`config.mk`:
```
export PLATFORM = sky130hd
export DESIGN_NAME = rano_ctrl
export DESIGN_NICKNAME = d
export VERILOG_FILES = /design/src/hdl/rano_pkg.sv /design/src/hdl/rano_ctrl.sv
export SDC_FILE = /design/constraint.sdc
export NUM_CORES = 1
export LEC_CHECK = 0
export BUFFER_PORTS_ARGS = -buffer_cell sky130_fd_sc_hd__clkbuf_2
export CORE_AREA = 2 2 39 41
export DETAILED_ROUTE_END_ITERATION = 7
export DIE_AREA = 0 0 41 43
export PLACE_DENSITY = 0.57
export SYNTH_ARGS = -nofsm -noshare
export SYNTH_HDL_FRONTEND = slang
export SYNTH_SLANG_ARGS = --single-unit
```
`constraint.sdc`:
```
create_clock -name aclk -period 1.2 [get_ports aclk]
set_clock_uncertainty 0.2 [all_clocks]
set_input_delay 0.06 -clock aclk [delete_from_list [all_inputs] [get_ports aclk]]
set_output_delay 0.06 -clock aclk [all_outputs]
set_load 0.01 [all_outputs]
```
`src/hdl/rano_pkg.sv`:
```
package rano_pkg;

    // Noise fraction width: noise is the tempered word's top bits as a fraction of one
    localparam int NOISE_FRAC_BITS = 16;
    localparam int NOISE_W         = NOISE_FRAC_BITS + 1;
    localparam int AMT_W           = 17;
    localparam int AMT_FRAC_BITS   = 16;
    localparam int SCALE_W         = NOISE_W + AMT_W;
    localparam int WIDE_W          = NOISE_FRAC_BITS + 9;

    localparam int TW_N      = 624;
    localparam int TW_M      = 397;
    localparam int TW_ADDR_W = $clog2(TW_N);
    localparam int WORD_W    = 32;

    localparam logic [WORD_W-1:0] TW_RESET_SEED = 32'd5489;
    localparam logic [WORD_W-1:0] TW_INIT_MULT  = 32'd1812433253;
    localparam logic [WORD_W-1:0] TW_MATRIX_A   = 32'h9908B0DF;
    localparam logic [WORD_W-1:0] TW_TEMPER_B   = 32'h9D2C5680;
    localparam logic [WORD_W-1:0] TW_TEMPER_C   = 32'hEFC60000;

    localparam logic [AMT_W-1:0] AMT_FULL = AMT_W'(1 << AMT_FRAC_BITS);

    typedef enum logic [1:0] {
        REG_SEED       = 2'd0,
        REG_NOISE_MODE = 2'd1,
        REG_AMOUNT     = 2'd2,
        REG_HANDLING   = 2'd3
    } cfg_reg_t;

    typedef enum logic [1:0] {
        HANDLE_ADD  = 2'd0,
        HANDLE_SUB  = 2'd1,
        HANDLE_MUL  = 2'd2,
        HANDLE_PASS = 2'd3
    } handling_t;

    typedef enum logic [2:0] {
        ST_SEED0,
        ST_SEED,
        ST_IDLE,
        ST_RD,
        ST_WR,
        ST_MUL,
        ST_FIN
    } ctrl_state_t;

    typedef struct packed {
        logic capture;      // take the input transaction
        logic seed_first;   // write word 0 of the table
        logic seed_boot;    // use the power-on seed instead of the register
        logic seed_step;    // write the next word of the table
        logic draw;         // twist one word and latch its noise
        logic draw_binary;  // latch the noise as zero or one
        logic scale;        // multiply noise by amount
        logic out_load;     // load the result register
    } ctrl_cmd_t;

    typedef struct packed {
        logic seed_last;
        logic binary_mode;
        logic out_stall;
    } dp_status_t;

endpackage

```
`src/hdl/rano_ctrl.sv`:
```
module rano_ctrl import rano_pkg::*; (
    input  logic       aclk,
    input  logic       aresetn,
    input  logic       s_valid,
    output logic       s_ready,
    input  logic       s_frame_start,
    input  dp_status_t status,
    output ctrl_cmd_t  cmd
);

    ctrl_state_t state_reg, state_next;
    logic        boot_reg, boot_next;
    logic        draw2_reg, draw2_next;

    always_ff @(posedge aclk) begin
        if (!aresetn) begin
            state_reg <= ST_SEED0;
            boot_reg  <= 1'b1;
            draw2_reg <= 1'b0;
        end else begin
            state_reg <= state_next;
            boot_reg  <= boot_next;
            draw2_reg <= draw2_next;
        end
    end

    always_comb begin
        state_next = state_reg;
        boot_next  = boot_reg;
        draw2_next = draw2_reg;
        unique case (state_reg)
            ST_SEED0: state_next = ST_SEED;
            ST_SEED: begin
                if (status.seed_last) begin
                    boot_next  = 1'b0;
                    state_next = boot_reg ? ST_IDLE : ST_RD;
                end
            end
            ST_IDLE: begin
                if (s_valid) begin
                    draw2_next = 1'b0;
                    // reads for the first draw are already under way
                    state_next = s_frame_start ? ST_SEED0 : ST_WR;
                end
            end
            ST_RD: state_next = ST_WR;
            ST_WR: begin
                if (status.binary_mode && !draw2_reg) begin
                    draw2_next = 1'b1;
                    state_next = ST_RD;
                end else begin
                    state_next = ST_MUL;
                end
            end
            ST_MUL: state_next = ST_FIN;
            ST_FIN: begin
                if (!status.out_stall) begin
                    state_next = ST_IDLE;
                end
            end
            default: state_next = ST_IDLE;
        endcase
    end

    always_comb begin
        cmd             = '0;
        s_ready         = 1'b0;
        cmd.seed_boot   = boot_reg;
        cmd.draw_binary = draw2_reg;
        unique case (state_reg)
            ST_SEED0: cmd.seed_first = 1'b1;
            ST_SEED:  cmd.seed_step  = 1'b1;
            ST_IDLE: begin
                s_ready     = 1'b1;
                cmd.capture = s_valid;
            end
            ST_RD:  ;
            ST_WR:  cmd.draw  = 1'b1;
            ST_MUL: cmd.scale = 1'b1;
            ST_FIN: cmd.out_load = !status.out_stall;
            default: ;
        endcase
    end

endmodule

```
Word level (Yosys, flattened, before mapping) --
Index checks and enable logic that the tools add are counted.
Operators by class: add/subtract/negate cells 0, multipliers 0, div/mod/pow operators 0, magnitude comparators 0, eq/ne operators 10, shift operators 0, multiplexer cells 17, bitwise operators 0, reductions and logical operators 8
Operators with widths (count):
- $pmux W3 S7 | 1
- $mux W3 | 5
- $mux W1 | 10
- $eq A3 B3 Y1 const B | 3
- $ne A2 B2 Y1 const B | 4
- $eq A3 B2 Y1 const B | 2
- $reduce_and A3 Y1 | 2
- $eq A3 B1 Y1 const B | 1
- $logic_not A3 Y1 | 1
- $logic_not A1 Y1 | 2
- $pmux W1 S2 | 1
- $reduce_and A2 Y1 | 1
- $reduce_bool A2 Y1 | 1
- $logic_and A1 B1 Y1 | 1
Storage, ports and cells: flip-flop bits (word level) 5, latch bits 0, bits in writable memories 0, memory bits (read-only) 0, bits of input ports 7, word-level logic and storage cells 38, memories 0

Depth between registers and ports, before layout --
Gate-level depths: netlist of run 1.
depth in word-level cells 4, gate-level depth with buffers 4

Worst setup path before layout of run 1 --
No wires, ideal clock.
path kind flip-flop to flip-flop, start reg state_reg[0], end reg boot_reg, arrival time 0.969 ns, required time 0.886 ns, slack -0.083 ns, cell stages (with the launch flop) 5, cell sequence dfxtp_1 buf_4 or3b_1 o21ai_1 nand2_1
On the way: cells in the longest elaborated chain, start to end 2
Ends and longest elaborated chain:
- from (decl) | RTL line rano_ctrl.sv:11 | ctrl_state_t state_reg, state_next;
- from (signal assigned) | RTL line rano_ctrl.sv:21 | state_reg <= state_next;
- $eq A3 B1 Y1 | RTL line rano_ctrl.sv:31 | unique case (state_reg)
- $reduce_and A2 Y1 (no line)
- to (signal assigned) | RTL line rano_ctrl.sv:22 | boot_reg <= boot_next;
- to (decl) | RTL line rano_ctrl.sv:12 | logic boot_reg, boot_next;
No other way between the ends. A chain may end at the register's enable or synchronous reset.

==> metrics.txt, run 1 <==
Residual DRC 0; final instance area 636 µm²; Worst Setup End Kind output pin; IO Pins 16; maximum clock insertion buffer count 2; Avg Cell Area, Syn 7.56 µm²; Total Routed Length 1040 µm; Tot GR Track Use 13.2%; Min-Delay Path Class primary input to flip-flop; sequential fraction of the synthesis area 30.1%; Vias 429; combinational share of power 43.9%; DIE AREA 1760 µm²; Num CTS Buffers 3; FF+latch count, synth 5; post-synth top area share 30.1%; Syn-to-layout area delta 91.0%; non-filler instance count after layout 92; max FFs per register 3; post-synthesis cell count 44; clk sinks 5; slew margin rel. 85.7%; pwr/cell area 1160 nW/µm²; share of cells above drive strength 1 55.3%; routed vias/inst 4.66; Die H 43 µm; hold slack 37.9 ps; worst hold path stage count 4; Crit Path Class flip-flop to output pin; Psw 238 µW; max cap viols 0; Syn Std Cell Area 333 µm²; drt initial violations 3; Synth Warn # 0; initial core utilization 24.1%; crit path from state_reg[2]; Final GP Congestion 0.691; largest net degree at the start of global routing 10; Setup crit start kind flip-flop; worst vdd ir 519 µV; RSZ-0062 raised after global routing yes; internal cell power 502 µW; fmax 0.710 GHz; Fin. Hold Viols 0; Die Width 41 µm; Synth cell types 22; Worst Path Max Fanout 4; vias in the first global route 361; antenna cells 0; nets@finish 84; Final ANT Viol Nets 0; Area after DPL 443 µm²; failing checks negative setup slack; commonest non-fill, non-tap cell in the layout buf_4; drt wl/cell 11.3 µm; PortBufs 15; dpl cells 76; first-pass GRT wire length 1550 µm; clock share of power 28.0%; r2r setup slk -170 ps; CP Data Arrival Time 1150 ps; Clk Latency, worst-skew pair 250 ps; sw frac 32.1%; leakage power total 0.313 nW; grt ovf 0; worst-margin pin slew 214 ps; Required @ worst endpoint 940 ps; Flop pwr share 28.1%; max-slew violation count 0; initial antenna violation count 0; CTS tree yes; CP Capture Point cmd[4]; std cell rows 14; fin crit share 117%; Synth area leader dfxtp_1; clk slew on worst S/H paths 50 ps; highest-count cells in the layout ignoring fill and taps buf_4, clkbuf_2, dlygate4sd3_1, nand2_1, buf_2; total chip power 740 µW; DRT Pass-1 Iters 4; final setup fails 11; CTS root buffer clkbuf_4; final worst path period need 1410 ps; H-Tree Depth 1; Core ar. 1380 µm²; R2R depth 4; Synth area leaders dfxtp_1, buf_4, nand2_1; Post-DP HPWL 614 µm; R2R Path Start state_reg[2]; syn_nets 51; status finished with violations; post-route setup slack -208 ps; worst r2r dst boot_reg
-- power groups by stage --
stage	Sequential (mW)	Combinational, mW	Clock (mW)
global route	0.211	0.348	0.223
finish	0.208	0.325	0.207
CTS	0.206	0.286	0.209
global placement	0.204	0.216	0
detailed placement	0.205	0.216	0
floorplan	0.197	0.150	0
-- worst min path at each step --
stage | slack, ps | startpoint | end
finish | 40 | s_valid | draw2_reg
global route | 90 | s_valid | draw2_reg
CTS | 20 | s_valid | draw2_reg
detailed placement | 100 | aresetn | boot_reg
global placement | 90 | aresetn | boot_reg
floorplan | -80 | aresetn | boot_reg
-- through the flow --
stage                     util [%]  setup TNS [ps]  worst slack, ps
after floorplan                  -            -148            -75.5
after global placement        32.0           -79.5            -39.0
after detailed placement      32.0            -185            -64.2
after CTS                     43.2           -1570             -211
after global routing          45.9           -2070             -234
final                         45.9           -1590             -208
-- logic make-up (layout without fill, tap and decap cells) --
logic type / Yosys count / count (layout) / share of synthesized area [%]
AOI/OAI and AO/OA: 10 / 10 / 18.0
buffers and inverters: 10 / 42 / 16.5
DFF: 5 / 5 / 30.1
and+or+nand+nor: 19 / 19 / 35.3
-- routing by layer --
layer / routed length [µm] / share of wire, % / vias up / GRT usage, %
met3: 69 / 6.6 / 3 / 3.14
met5: 0 / 0 / - / 0
met4: 21 / 2.0 / 0 / 8.00
li1: - / - / 214 / -
met2: 483 / 47 / 16 / 18.4
met1: 463 / 45 / 196 / 17.4
-- area by class of cell --
class | count | area [µm²]
fill | 136 | 748
inverter | 4 | 15.0
timing repair buffer | 34 | 253
multi-input combinational | 29 | 215
tap | 16 | 20.0
clock buffer | 4 | 26.3
sequential | 5 | 106
-- synthesized netlist by cell type --
cell       number
buf_4           4
o21ai_0         1
nand3b_1        2
nor3_1          1
nor3b_1         1
o21ai_1         2
nor2_1          2
o21bai_1        1
nor3b_2         1
a31oi_1         1
or3b_1          2
nand2b_1        2
nand2_1         6
nor2b_1         1
nand4bb_1       1
a21oi_1         2
o22ai_1         1
a22oi_1         1
a21o_1          1
dfxtp_1         5
buf_2           2
inv_1           4
-- critical path, stage by stage (launching register included) --
cell and delay, ps:
dfxtp_4 350, or3b_4 380, inv_2 70, buf_6 90
-- repair_timing --
| item | in CTS | in global routing |
|---|---|---|
| endpoints found under the setup margin | 11 | 11 |
| buffers inserted | 3 | 2 |
| resized for setup | 11 | 12 |
| endpoints found under the hold margin | 5 | 0 |
| pin swaps | 5 | 3 |
| hold buffers | 7 | 0 |
No activity file was read; power rests on OpenSTA's default activity.
==> run 2: changes to the inputs <==
Settings changed: REMOVE_ABC_BUFFERS from default to 1, SLEW_MARGIN from default to 40.
==> run 2 against run 1 <==
The flow still finishes with violations (negative setup slack). Flip-flop and latch count unchanged. First-iteration DRC count rose to 2.7 times the previous value. Sequential share of layout area up 0.89 points. Sequential power up 4%. Clock power down 3%. Final area down 0.59%. Global-route usage down 0.72 points. Cell count down 1.1%. Combinational power down 6%. Count of clock-buffer cells in the layout unchanged. Critical path depth unchanged. Largest power group unchanged.
==> metrics.txt, run 2 (synthesis gave the netlist of run 1 again) <==
Psw 223 µW (-6.0%); sw frac 30.9% (-1.2 points); Required @ worst endpoint 940 ps (about the same); Min-Delay Path Class primary input to flip-flop; non-filler instance count after layout 91 (-1.1%); worst-margin pin slew 157 ps (-57.1 ps); H-Tree Depth 1 (unchanged); leakage power total 0.309 nW (-1.2%); CP Data Arrival Time 1150 ps (about the same); pwr/cell area 1140 nW/µm² (-1.7%); FILL cells 132 (-2.9%); DRT Pass-1 Iters 4 (unchanged); PortBufs 15 (unchanged); initial antenna violation count 0 (unchanged); total chip power 723 µW (-2.3%); std cell rows 14 (unchanged); status finished with violations; share of cells above drive strength 1 56.0% (+0.74 points); DIE AREA 1760 µm² (unchanged); failing checks negative setup slack; Die Width 41 µm (unchanged); drt initial violations 8 (+5); dpl cells 78 (+2.6%); final core utilization 45.7% (-0.27 points); post-route setup slack -211 ps (-3.06 ps); worst hold start s_valid; Residual DRC 0 (unchanged); first-pass GRT wire length 1450 µm (-6.6%); Worst Setup End Kind output pin; worst vdd ir 497 µV (-4.2%); Flop pwr share 30.0% (+1.9 points); IO Pins 16 (unchanged); Tot GR Track Use 12.4% (-0.72 points); vias in the first global route 360 (-0.28%); clock share of power 27.6% (-0.4 points); Syn-to-layout area delta 89.8%; fin crit share 118% (+0.25 points); clk slew on worst S/H paths 40 ps (about the same); nets@finish 83 (-1.2%); final instance area 632 µm² (-0.59%); grt ovf 0 (unchanged); max FFs per register 3 (unchanged); drt wl/cell 10.6 µm (-6.1%); Crit Path Class flip-flop to output pin; largest net degree at the start of global routing 8 (-2); Setup crit start kind flip-flop; Post-DP HPWL 640 µm (+4.3%); RSZ-0062 raised after global routing yes; Final ANT Viol Nets 0 (unchanged); highest-count cells in the layout ignoring fill and taps clkbuf_2, buf_4, nand2_1, dlygate4sd3_1, buf_2; Total Routed Length 964 µm (-7.1%); footprint of the multi-input gates 216 µm² (+0.58%); CTS tree yes; Seq. cell area 111 µm² (+4.7%); final setup fails 11 (unchanged); clk sinks 5 (unchanged); Fin. Hold Viols 0 (unchanged); Vias 392 (-8.6%); maximum clock insertion buffer count 2 (unchanged); slew margin rel. 89.5% (+3.8 points); Clk Latency, worst-skew pair 240 ps (about the same); Num CTS Buffers 3 (unchanged); fmax 0.709 GHz (-0.22%); crit path from state_reg[2]; routed vias/inst 4.31 (-7.6%); max cap viols 0 (unchanged); CTS root buffer clkbuf_4; R2R Path Start state_reg[2]; internal cell power 500 µW (-0.55%); initial core utilization 24.1% (unchanged); max-slew violation count 0 (unchanged); antenna cells 0 (unchanged); Core ar. 1380 µm² (unchanged); final worst path period need 1410 ps (+3.06 ps); combinational share of power 42.4% (-1.5 points); Final GP Congestion 0.796 (+15%); Die H 43 µm (unchanged); setup tns final -1400 ps (+198 ps); Worst Path Max Fanout 6 (+2); Area after DPL 455 µm² (+2.8%)
run 2: per-stage QoR:
stage                     worst slack [ps]  hold WS (ps)
after detailed placement             -94.3          97.7
final                                 -211          44.1
after global routing                  -245          73.0
after global placement               -93.3          97.7
after floorplan                       -114         -78.1
after CTS                             -228          67.0
run 2: final timing paths:
path | end | slack [ps] | depth (start not counted)
setup / recovery | cmd[4] | -210 | 3
hold / removal | draw2_reg | 40 | 4
setup reg to reg | boot_reg | -170 | 4
hold reg to reg | state_reg[0] | 260 | 1
run 2: power by group through the flow:
stage,combinational (mW),clock [mW],sequential [mW]
3_3_place_gp,0.213,0,0.211
2_1_floorplan,0.0920,0,0.221
4_1_cts,0.279,0.202,0.214
3_5_place_dp,0.214,0,0.212
5_1_grt,0.332,0.217,0.221
6_report,0.307,0.200,0.217
run 2: final cells by class:
type	count	share of cell area [%]
clock buffers	4	4.16
well taps	16	3.17
flip-flops and latches	5	17.6
repair buffers	33	38.4
inverters	4	2.38
multi-input cells	29	34.3
run 2: per-layer routing:
metal	track usage (%)	vias up	routed length, µm
li1	-	206	-
met4	8.00	0	37
met5	0	-	0
met2	17.8	10	483
met1	15.7	172	413
met3	3.14	4	30
run 2: repair_timing:
action	in CTS	in global routing
setup endpoints to repair	11	11
hold buffers	6	0
pin swaps	4	3
resized for setup	13	12
endpoints found under the hold margin	5	0
setup buffers	2	1
run 2: critical path, stage by stage (launching register included):
cell and delay, ps:
dfxtp_4 350, or3b_4 400, inv_2 60, buf_6 90
